### config.mk
export PLATFORM = sky130hd
export DESIGN_NAME = sps_ctrl
export DESIGN_NICKNAME = d
export VERILOG_FILES = /design/src/rtl/core/sps_pkg.sv /design/src/rtl/core/sps_ctrl.sv
export SDC_FILE = /design/constraint.sdc
export NUM_CORES = 1
export LEC_CHECK = 0
export BUFFER_PORTS_ARGS = -buffer_cell sky130_fd_sc_hd__buf_2
export CORE_AREA = 2 2 39 41
export DETAILED_ROUTE_END_ITERATION = 6
export DIE_AREA = 0 0 41 43
export GPL_TIMING_DRIVEN = 0
export PLACE_DENSITY = 0.75
export RECOVER_POWER = 50
export SYNTH_ARGS = -nofsm -noshare
export SYNTH_HDL_FRONTEND = slang
export SYNTH_SLANG_ARGS = --single-unit
### constraint.sdc
create_clock -name clock -period 2.7 [get_ports clock]
set_input_delay 0.675 -clock clock [delete_from_list [all_inputs] [get_ports clock]]
set_output_delay 0.675 -clock clock [all_outputs]
set_load 0.01 [all_outputs]
### src/rtl/core/sps_pkg.sv
// types and constants of the seven-point stencil matrix-vector block
package sps_pkg;

   localparam int DATA_W    = 32;
   localparam int COORD_W   = 4;
   localparam int CNT_W     = 5;
   localparam int STATUS_W  = 2;
   localparam int CSR_IDX_W = 2;
   localparam int PROD_W    = 2 * DATA_W;
   // seven products of 64 bits need three guard bits
   localparam int ACC_W     = PROD_W + 3;
   localparam int FRAC_W    = 16;
   localparam int RND_W     = ACC_W - FRAC_W;

   localparam logic FUNC_LOAD    = 1'b0;
   localparam logic FUNC_COMPUTE = 1'b1;

   localparam logic [STATUS_W-1:0] STATUS_OK    = 2'd0;
   localparam logic [STATUS_W-1:0] STATUS_RANGE = 2'd1;
   localparam logic [STATUS_W-1:0] STATUS_SAT   = 2'd2;

   localparam logic [CSR_IDX_W-1:0] CSR_GRID_X = 2'd0;
   localparam logic [CSR_IDX_W-1:0] CSR_GRID_Y = 2'd1;
   localparam logic [CSR_IDX_W-1:0] CSR_GRID_Z = 2'd2;

   localparam logic [CNT_W-1:0] GRID_RESET = 5'd16;

   localparam logic signed [ACC_W-1:0] ROUND_HALF = ACC_W'(32768);
   localparam logic signed [RND_W-1:0] SAT_MAX    = RND_W'(64'sh7fffffff);
   localparam logic signed [RND_W-1:0] SAT_MIN    = -RND_W'(64'sh80000000);
   localparam logic [DATA_W-1:0]       RAIL_MAX   = 32'h7fffffff;
   localparam logic [DATA_W-1:0]       RAIL_MIN   = 32'h80000000;

   // stencil points in read order
   typedef enum logic [2:0] {
      STEP_CENTER,
      STEP_XP,
      STEP_YP,
      STEP_ZP,
      STEP_XM,
      STEP_YM,
      STEP_ZM
   } step_type;

   typedef enum logic [2:0] {
      ST_IDLE,
      ST_DECIDE,
      ST_READ,
      ST_DRAIN,
      ST_ROUND,
      ST_FINISH
   } state_type;

   typedef struct packed {
      logic     capture;
      logic     write_cell;
      logic     out_direct;
      logic     acc_clear;
      logic     issue;
      step_type step;
      logic     round_en;
      logic     out_result;
   } ctrl_cmd_type;

   typedef struct packed {
      logic in_grid;
      logic is_load;
   } dp_status_type;

endpackage

### src/rtl/core/sps_ctrl.sv
// controller state machine: sequences loads, stencil reads and result hand-off
module sps_ctrl (
   input  logic                   clock,
   input  logic                   reset,
   input  logic                   req_valid,
   output logic                   req_ready,
   output logic                   rsp_valid,
   input  logic                   rsp_ready,
   input  sps_pkg::dp_status_type stat,
   output sps_pkg::ctrl_cmd_type  cmd
);
   import sps_pkg::*;

   state_type state_ff, state_in;
   step_type  step_ff, step_in;
   logic      drain_ff, drain_in;
   logic      rsp_valid_ff, rsp_valid_in;
   logic      out_free;

   assign out_free  = !rsp_valid_ff || rsp_ready;
   assign rsp_valid = rsp_valid_ff;

   always_ff @(posedge clock) begin
      if (reset) begin
         state_ff     <= ST_IDLE;
         step_ff      <= STEP_CENTER;
         drain_ff     <= 1'b0;
         rsp_valid_ff <= 1'b0;
      end else begin
         state_ff     <= state_in;
         step_ff      <= step_in;
         drain_ff     <= drain_in;
         rsp_valid_ff <= rsp_valid_in;
      end
   end

   always_comb begin
      state_in  = state_ff;
      step_in   = step_ff;
      drain_in  = drain_ff;
      req_ready = 1'b0;
      cmd       = '0;
      cmd.step  = step_ff;
      unique case (state_ff)
         ST_IDLE: begin
            req_ready   = 1'b1;
            cmd.capture = req_valid;
            if (req_valid) begin
               state_in = ST_DECIDE;
            end
         end
         ST_DECIDE: begin
            if (!stat.in_grid || stat.is_load) begin
               if (out_free) begin
                  cmd.out_direct = 1'b1;
                  cmd.write_cell = stat.in_grid && stat.is_load;
                  state_in       = ST_IDLE;
               end
            end else begin
               cmd.acc_clear = 1'b1;
               step_in       = STEP_CENTER;
               state_in      = ST_READ;
            end
         end
         ST_READ: begin
            cmd.issue = 1'b1;
            if (step_ff == STEP_ZM) begin
               step_in  = STEP_CENTER;
               drain_in = 1'b0;
               state_in = ST_DRAIN;
            end else begin
               step_in = step_type'(step_ff + 3'd1);
            end
         end
         ST_DRAIN: begin
            // read data stage, then product stage
            drain_in = 1'b1;
            if (drain_ff) begin
               state_in = ST_ROUND;
            end
         end
         ST_ROUND: begin
            cmd.round_en = 1'b1;
            state_in     = ST_FINISH;
         end
         ST_FINISH: begin
            if (out_free) begin
               cmd.out_result = 1'b1;
               state_in       = ST_IDLE;
            end
         end
         default: begin
            state_in = ST_IDLE;
         end
      endcase
      rsp_valid_in = (rsp_valid_ff && !rsp_ready) || cmd.out_direct || cmd.out_result;
   end

endmodule

==> Yosys cells after proc, flatten, opt, wreduce, memory -nomap -nowiden <==
Cells that the tools add are included.
{ "classes": {"add_sub_neg": 1, "eq_ne": 10, "mux": 21, "n_reduce_logical": 15} }
{ "op_table": {"columns": ["operator", "count"], "rows": [
  ["3-bit 2-to-1 mux", 8],
  ["3-bit one-hot mux with 6 select lines", 1],
  ["3-bit equality test (second input constant)", 3],
  ["1-bit 2-to-1 mux", 8],
  ["2-bit inequality test (second input constant)", 4],
  ["3-bit by 2-bit equality test with 1-bit output (second input constant)", 2],
  ["3-bit one-hot mux with 2 select lines", 1],
  ["1-bit logical OR", 4],
  ["2-bit 2-to-1 mux", 2],
  ["2-bit AND reduction", 2],
  ["2-bit nonzero test", 2],
  ["3-bit by 1-bit adder with 3-bit output (second input constant)", 1],
  ["3-bit by 1-bit equality test with 1-bit output (second input constant)", 1],
  ["1-bit zero test", 3],
  ["3-bit zero test", 1],
  ["3-bit AND reduction", 1],
  ["1-bit logical AND", 2],
  ["1-bit one-hot mux with 2 select lines", 1]
]} }
{ "totals": {"reg_bits": 8, "input_bits": 6, "output_inout_bits": 12, "word_cells": 51} }

==> Longest topological paths before layout <==
Gate-level depths: netlist (run 1).
{ "logic_depth": {"depth_word": 7, "mapped_depth": 5, "ltp_nobuf": 4} }

==> Worst setup path before layout (run 1) <==
OpenSTA, ideal clock, no wires.
{ "synth_path": {"path_kind": "input port to output port", "startpoint": "in rsp_ready", "endpoint": "out cmd[8] in the netlist's numbering", "arrival_time_ps": 1201, "required_ps": 2025, "setup_slack_ps": 824, "cell_stages": 3, "n_path_buf": 0, "path_cell_list": "nand2b_1 nand2_1 nor3_1"} }
{ "synth_lines": {"columns": ["element", "line", "rtl"], "rows": [
  ["start: declaration", "sps_ctrl.sv:8", "input logic rsp_ready,"],
  ["end: declaration", "sps_ctrl.sv:10", "output sps_pkg::ctrl_cmd_type cmd"]
]} }

==> impl_metrics.toml, run 1 <==
[synthesis]
synth_seq_cells = 8
synth_fp_nets = 70
synth_cell_types = 24
synthCells = 64
yosysWarnings = 0
syn_area_per_cell_sq_um = 7.88
synth-seq-area-share = 0.318
synth_area_sq_um = 504

[timing]
period_needed_ns = 2.16
timing.fmax_mhz = 463
max_slew_margin = 0.729
rsz0062_at_grt = "no"
worst_slew_pin_slew_ns = 0.407
finalSetupTns_ns = 0
period_share = 0.800
fin_worst_skew_ns = 0.00199
finalMaxSlewViolations = 0
setup_viol = 0
hold_violations = 0

[drt]
post_drt_wl_per_cell_microns = 12.1
first_iter_violations = 17
routed_wl_mm = 1.20
dr.pass1.iters = 4
ant_nets = 0
drcViolationCount = 0
vias_per_cell = 5.35
num_vias = 530

[cells_and_area]
instances_no_fill = 99
layout.nets = 91
synthToLayoutAreaGrowth_pct = 20.8
drive_gt1_frac = 0.229
antennaDiodeCount = 0
multiInputGateArea_sq_um = 289
register_area_sq_um = 160
final_common_cell = "buf_2"
fillers = 149
layout_common_cells = "buf_2 (13), nand2_1 (9), dfxtp_1 (8)"

[floorplanning]
placementRows = 14
coreArea_sq_um = 1380
die_h_microns = 43
start_util = 0.364
pin_count = 18
die-area_sq_um = 1760
die_w_microns = 41

[pwr]
power.total_mw = 0.269
peakVddDrop_uv = 244
p_per_area_nw_per_um2 = 442
power_leakage_nw = 0.247

[clocking]
cts_inserted_buffers = 3
postCtsHoldBufs = 0
clk_path_buf_depth = 2
clk_latency_ns = 0.26
ctsResizeCount = 0
clk_pin_slew_ns = 0.06
cts_root_buffer = "clkbuf_4"
cts_sinks = 8
cts_tree = "yes"
post_cts_buffers = 0
htreeDepth = 1

[placed_design]
portBuffers = 16
dp_cells = 96
dp_hpwl_microns = 844
gp_congestion = 0.786

[worst_hold_path]
hp-class = "reg -> reg"

[global_routing]
grt_pass1_wl_mm = 1.91
track_usage = 0.162
grt_pass1_vias = 447
grt_max_degree = 11
overflow = 0
antenna_found_initial = 0

[setup_path]
crit_path_end_kind = "primary output"
worst-setup-path-type = "reg -> out"
arrival_ns = 1.49
start_kind = "flop"
crit_required_ns = 2.03
path_max_fanout = 10

[status]
outcome = "complete, no violations"

[job]
cap_viol_max_count = 0
power by group:
| group | internal, mW | switching, mW | leakage [nW] | total, mW |
|---|---|---|---|---|
| combinational | 0.0220 | 0.0271 | 0.168 | 0.0491 |
| sequential | 0.122 | 0.00432 | 0.0649 | 0.126 |
| clock | 0.0510 | 0.0429 | 0.0138 | 0.0939 |
| total | 0.195 | 0.0743 | 0.247 | 0.269 |
per-stage QoR:
| stage | hold WS (ns) | setup slack (ns) | util | cell area [sq um] |
|---|---|---|---|---|
| 6_report | 0.499 | 0.540 | 0.440 | 609 |
| 5_1_grt | 0.504 | 0.367 | 0.440 | 609 |
| 4_1_cts | 0.487 | 0.552 | 0.453 | 627 |
| 3_5_place_dp | 0.479 | 0.667 | 0.437 | 604 |
| 3_3_place_gp | 0.475 | 0.652 | 0.437 | 604 |
| 2_1_floorplan | 0.450 | 0.824 | - | 504 |
state kept, by name, indices dropped and copies added (netlist names):
name       cells
rsp_valid      1
step_ff        3
state_ff       3
drain_ff       1
Yosys cell counts, drive strengths merged:
cell type,instances,share of area
nand2,9,0.067
dfxtp,8,0.32
a21oi,6,0.060
nor3,6,0.060
buf,4,0.074
nor2,4,0.030
inv,3,0.022
nand2b,3,0.037
nand3b,3,0.045
a211oi,2,0.030
nand3,2,0.020
nor2b,2,0.025
nor3b,2,0.052
o21ai,2,0.020
a221oi,1,0.030
a311oi,1,0.017
and2,1,0.012
nand4b,1,0.017
o211a,1,0.020
o21bai,1,0.015
o41ai,1,0.017
or3,1,0.012
cell families (layout without fill, tap and decap cells):
| family | count (synthesis) | after routing | synth area share |
|---|---|---|---|
| AND/OR/NAND/NOR | 34 | 34 | 0.377 |
| AO/OA/AOI/OAI | 15 | 15 | 0.208 |
| flip-flops | 8 | 8 | 0.318 |
| buffers and inverters | 7 | 26 | 0.0968 |
routing by layer:
metal / vias to the layer above / wire [microns] / global-route usage
li1: 266 / - / -
met2: 23 / 570 / 0.225
met3: 4 / 74 / 0.0471
met5: - / 0 / 0
met4: 0 / 21 / 0.100
met1: 237 / 530 / 0.210
critical path, stage by stage (launching register included):
cell and delay [ns]:
dfxtp_1 0.40, buf_6 0.16, nor2b_1 0.22, nand2_1 0.12, nor3_1 0.18, buf_2 0.16
final timing paths:
kind                       startpoint                        to  slack, ns  depth (start not counted)
max reg2reg  state_ff[2]$_SDFFE_PP0P_  state_ff[0]$_SDFFE_PP0P_       1.21                          5
max          state_ff[0]$_SDFFE_PP0P_                    cmd[8]       0.54                          5
min             drain_ff$_SDFFE_PP0P_     drain_ff$_SDFFE_PP0P_       0.50                          2
min reg2reg     drain_ff$_SDFFE_PP0P_     drain_ff$_SDFFE_PP0P_       0.50                          2
area by class of cell:
type | instances | area share
well taps | 16 | 0.0329
repair buffers | 16 | 0.125
plain buffers | 4 | 0.0493
inverters | 3 | 0.0185
flip-flops and latches | 8 | 0.263
clock buffers | 3 | 0.0370
multi-input cells | 49 | 0.474
Note: power is estimated with default switching activity, not from simulation.
==> run 2, diff against run 1 <==
==> constraint.sdc (replaced) <==
create_clock -name clock -period 2.07 [get_ports clock]
set_input_delay 0.5175 -clock clock [delete_from_list [all_inputs] [get_ports clock]]
set_output_delay 0.5175 -clock clock [all_outputs]
set_load 0.01 [all_outputs]
==> run 2 against run 1 <==
Global-route usage did not move. Sequential power up 31%. First-iteration DRC count rose by 24%. Utilization is 1.3 points higher. Power up 32%. Clock-buffer cell count stayed put. Final cell count unchanged. Hold slack barely moved. Clock power rose by 31%. Critical path type unchanged. Critical endpoint is now cmd[6]. Largest cell class unchanged.
==> impl_metrics.toml, run 2 (same netlist as run 1, synthesis figures left out) <==
[pwr]
intPower_mw = 0.256
power_frac_clock = 0.346
power_leakage_nw = 0.252
p_seq_frac = 0.466
peakVddDrop_uv = 321
p_sw_mw = 0.0983
p_sw_frac = 0.277
p_per_area_nw_per_um2 = 566
pwr-share-comb = 0.188

[global_routing]
grt_max_degree = 11
track_usage = 0.162
overflow = 0
grt_pass1_wl_mm = 1.91
grt_pass1_vias = 447
antenna_found_initial = 0

[timing]
worst_slew_pin_slew_ns = 0.389
timing.fmax_mhz = 525
hold_violations = 0
max_slew_margin = 0.741
finalMaxSlewViolations = 0
fin_worst_skew_ns = 0.00135
setup_viol = 0
rsz0062_at_grt = "no"
finalSetupTns_ns = 0
period_share = 0.921
period_needed_ns = 1.91

[clocking]
htreeDepth = 1
post_cts_buffers = 0
clk_pin_slew_ns = 0.06
cts_root_buffer = "clkbuf_4"
cts_tree = "yes"
cts_inserted_buffers = 3
clk_path_buf_depth = 2
cts_sinks = 8
clk_latency_ns = 0.26

[floorplanning]
die-area_sq_um = 1760
coreArea_sq_um = 1380
placementRows = 14
start_util = 0.364
pin_count = 18
die_h_microns = 43
die_w_microns = 41

[worst_hold_path]
hp-class = "reg -> reg"

[setup_path]
crit_required_ns = 1.55
path_max_fanout = 10
crit_path_end_kind = "primary output"
worst-setup-path-type = "reg -> out"
start_kind = "flop"
arrival_ns = 1.39

[cells_and_area]
biggestRegsByFlops = "state_ff (3), step_ff (3)"
layout_common_cells = "buf_2 (13), nand2_1 (9), dfxtp_1 (7)"
antennaDiodeCount = 0
layout.nets = 91
drive_gt1_frac = 0.277
final_common_cell = "buf_2"
instances_no_fill = 99
synthToLayoutAreaGrowth_pct = 24.3

[drt]
dr.pass1.iters = 4
ant_nets = 0
post_drt_wl_per_cell_microns = 12.1
routed_wl_mm = 1.20
first_iter_violations = 21
vias_per_cell = 5.49
drcViolationCount = 0
num_vias = 544

[placed_design]
gp_congestion = 0.786
dp_cells = 96
dp_hpwl_microns = 844
portBuffers = 16

[status]
outcome = "complete, no violations"

[job]
cap_viol_max_count = 0
[run 2: layout make-up]
class / count / area (sq um)
Inverter: 3 / 11.3
Fill cell: 148 / 757
Buffer: 4 / 37.5
Clock buffer: 3 / 22.5
Tap cell: 16 / 20.0
Sequential cell: 8 / 161
Multi-Input combinational cell: 49 / 298
Timing Repair Buffer: 16 / 76.3
[run 2: per-layer routing]
layer  track usage  part of all wire
met5             0                 0
met4         0.100             0.019
met3        0.0471             0.052
met2         0.225              0.48
met1         0.210              0.45
[run 2: power groups by stage]
stage	logic, mW	clock network, mW	registers, mW
global placement	0.0653	0	0.168
global route	0.0747	0.133	0.166
CTS	0.0663	0.125	0.165
detailed placement	0.0658	0	0.168
finish	0.0668	0.123	0.165
floorplan	0.0449	0	0.168
[run 2: final timing paths]
kind / startpoint / to / slack (ns) / depth (start not counted)
setup / recovery: state_ff[2]$_SDFFE_PP0P_ / cmd[6] / 0.16 / 5
hold / removal: drain_ff$_SDFFE_PP0P_ / drain_ff$_SDFFE_PP0P_ / 0.50 / 2
setup reg to reg: state_ff[1]$_SDFFE_PP0P_ / step_ff[1]$_SDFFE_PP0P_ / 0.78 / 4
hold reg to reg: drain_ff$_SDFFE_PP0P_ / drain_ff$_SDFFE_PP0P_ / 0.50 / 2
[run 2: metrics by stage]
step	setup slack [ns]	utilization	hold WS (ns)	total power, mW	area (sq um)
detailed placement	0.352	0.437	0.479	0.234	604
global route	0.0350	0.453	0.504	0.373	627
floorplan	0.452	-	0.450	0.213	504
global placement	0.337	0.437	0.475	0.233	604
finish	0.164	0.453	0.499	0.355	627
CTS	0.0794	0.453	0.487	0.356	627
[run 2: worst max-delay path, cell delays in order (launching register included)]
cell     delay (ns)
dfxtp_1        0.34
buf_6          0.15
nor3b_1        0.30
nand2_1        0.15
inv_1          0.07
buf_2          0.12
[run 2: repair_timing]
| action | 4_1_cts | 5_1_grt |
|---|---|---|
| hold buffers | 0 | 0 |
| endpoints found under the setup margin | 0 | 1 |
| resized for setup | 0 | 2 |
==> run 3, diff against run 2 <==
--- a/config.mk
+++ b/config.mk
@@ -5,13 +5,15 @@
 export SDC_FILE = /design/constraint.sdc
 export NUM_CORES = 1
 export LEC_CHECK = 0
+export ABC_AREA = 1
 export BUFFER_PORTS_ARGS = -buffer_cell sky130_fd_sc_hd__buf_2
 export CORE_AREA = 2 2 39 41
 export DETAILED_ROUTE_END_ITERATION = 6
 export DIE_AREA = 0 0 41 43
 export GPL_TIMING_DRIVEN = 0
-export PLACE_DENSITY = 0.75
+export PLACE_DENSITY = 0.74
 export RECOVER_POWER = 50
+export SKIP_CTS_REPAIR_TIMING = 1
 export SYNTH_ARGS = -nofsm -noshare
 export SYNTH_HDL_FRONTEND = slang
 export SYNTH_SLANG_ARGS = --single-unit
==> run 3 against run 2 <==
Largest cell class unchanged. Critical path depth unchanged. Sequential share of layout area increased by 0.48 points. Area after synthesis decreased by 0.74%. Register-to-register slack improved by 0.02 ns. Non-clock buffer count decreased by 2. Critical path type unchanged. Combinational power increased to 2.8 times the previous value. Clock-buffer cell count unchanged. Die area unchanged. Final cell count increased by 15%. Clock skew increased by 0.0033 ns.
==> impl_metrics.toml, run 3 <==
[setup_path]
critical_path.top_delay_family = "flip-flops"
arrival_ns = 1.28
start_kind = "flop"
cpMostUsedCell = "nor2_1"
slowest_delay_ns = 0.45
worst-setup-path-type = "reg -> out"
path_max_fanout = 5
worst-path-buf-inv = 2
crit_path_end_kind = "primary output"
crit_required_ns = 1.55
cpMaxStageDelayCell = "dfxtp_1"
cp_cell_sequence = "inv_1 -> nor2_1 -> nand2_1 -> nor2_1 -> buf_2"

[cells_and_area]
drive_gt1_frac = 0.255
final_common_cell = "nor2_1"
synthToLayoutAreaGrowth_pct = 22.0
instances_no_fill = 114
layout_common_cells = "nor2_1 (19), buf_2 (15), inv_1 (14)"
biggestRegsByFlops = "state_ff (3), step_ff (3)"
layout.nets = 106
antennaDiodeCount = 0
post-route-util = 0.441

[timing]
timing.fmax_mhz = 558
worst_slew_pin_slew_ns = 0.242
max_slew_margin = 0.838
finalSetupTns_ns = 0
period_share = 0.866
hold_violations = 0
finalMaxSlewViolations = 0
setup_viol = 0
period_needed_ns = 1.79
postLayoutSetupSlackWorst_ns = 0.277
rsz0062_at_grt = "no"
fin_worst_skew_ns = 0.00461

[floorplanning]
placementRows = 14
coreArea_sq_um = 1380
pin_count = 18
start_util = 0.362
die-area_sq_um = 1760
die_w_microns = 41
die_h_microns = 43

[drt]
first_iter_violations = 5
vias_per_cell = 4.54
routed_wl_mm = 1.01
num_vias = 518
drcViolationCount = 0
post_drt_wl_per_cell_microns = 8.86
dr.pass1.iters = 4
ant_nets = 0

[global_routing]
track_usage = 0.142
grt_max_degree = 9
grt_pass1_wl_mm = 1.68
antenna_found_initial = 0
overflow = 0
grt_pass1_vias = 423

[synthesis]
synth_area_sq_um = 500
yosys.cell_count.top_type = "nor2_1"
ys.flop_type = "dfxtp_1"
synthArstFlopShare = 0
ys_top_cells_by_count = "nor2_1 (17), inv_1 (13), nand2_1 (13), dfxtp_1 (8), a21oi_1 (6)"
synthMuxAreaShare = 0
syn_area_per_cell_sq_um = 6.42
synth_seq_cells = 8
synth_compound_gate_area_share = 0.128
synthXorXnorAreaFrac = 0
synth-simple-area-share = 0.418
yosysWarnings = 0
synth_largest_area_cell = "dfxtp_1"
synth_fp_nets = 84
synth-adder-area-share = 0
synth_cell_types = 18
synth_top_area_frac = 0.320
synth-seq-area-share = 0.320
synthCells = 78
synth_edf_count = 0
synthTopCellsByArea = "dfxtp_1 (32%), nor2_1 (13%), inv_1 (9.7%)"
synth_top_family_by_area = "simple AND/OR/NAND/NOR gates"

[pwr]
intPower_mw = 0.307
p_seq_frac = 0.378
p_per_area_nw_per_um2 = 789
p_sw_frac = 0.362
pwr-share-comb = 0.382
power.total_mw = 0.482
power_leakage_nw = 0.332
p_sw_mw = 0.175
peakVddDrop_uv = 397
power_frac_clock = 0.240

[clocking]
clk_pin_slew_ns = 0.05
cts_sinks = 8
clk_path_buf_depth = 2
cts_tree = "yes"
cts_inserted_buffers = 3
clk_latency_ns = 0.25
cts_root_buffer = "clkbuf_4"
htreeDepth = 1

[placed_design]
gp_congestion = 0.797
portBuffers = 17
dpl_worst_slack_ns = 0.487
dp_cells = 111
dp_hpwl_microns = 816

[status]
outcome = "complete, no violations"

[job]
cap_viol_max_count = 0

[worst_hold_path]
hp-class = "reg -> reg"
[run 3: cell families after synthesis]
group / after synthesis
flops: 8
buf+inv: 16
simple gates: 43
compound gates: 11
[run 3: worst min-delay path: stages (launching register included)]
cell	delay [ns]
dfxtp_1	0.32
nand2_1	0.07
a21oi_1	0.05
[run 3: stage by stage]
step	hold slack, ns	area (sq um)
after floorplan	0.500	500
after global placement	0.475	606
after detailed placement	0.482	606
after CTS	0.491	628
after global routing	0.506	611
final	0.492	611
[run 3: final cells by class]
class,count,area [sq um]
fillers,150,773
multi-input cells,54,258
flip-flops and latches,8,160
repair buffers,17,82.6
inverters,15,56.3
clock buffers,3,22.5
well taps,16,20.0
plain buffers,1,11.3
[run 3: worst paths after layout]
| check | from | endpoint | slack (ns) | depth (start not counted) |
|---|---|---|---|---|
| max | state_ff[2]$_SDFFE_PP0P_ | cmd[0] | 0.28 | 5 |
| min | step_ff[2]$_SDFFE_PP0P_ | step_ff[2]$_SDFFE_PP0P_ | 0.49 | 2 |
| max reg2reg | state_ff[2]$_SDFFE_PP0P_ | state_ff[1]$_SDFFE_PP0P_ | 0.80 | 7 |
| min reg2reg | step_ff[2]$_SDFFE_PP0P_ | step_ff[2]$_SDFFE_PP0P_ | 0.49 | 2 |
[run 3: power by group through the flow]
stage / clock, mW / sequential, mW / combinational, mW
6_report: 0.116 / 0.182 / 0.184
3_3_place_gp: 0 / 0.185 / 0.190
4_1_cts: 0.124 / 0.182 / 0.194
2_1_floorplan: 0 / 0.187 / 0.139
3_5_place_dp: 0 / 0.185 / 0.193
5_1_grt: 0.140 / 0.184 / 0.208
[run 3: metal layers]
metal,track usage,share of wire
met1,0.165,0.47
met2,0.203,0.43
met3,0.0681,0.091
met4,0.0800,0.0079
met5,0,0
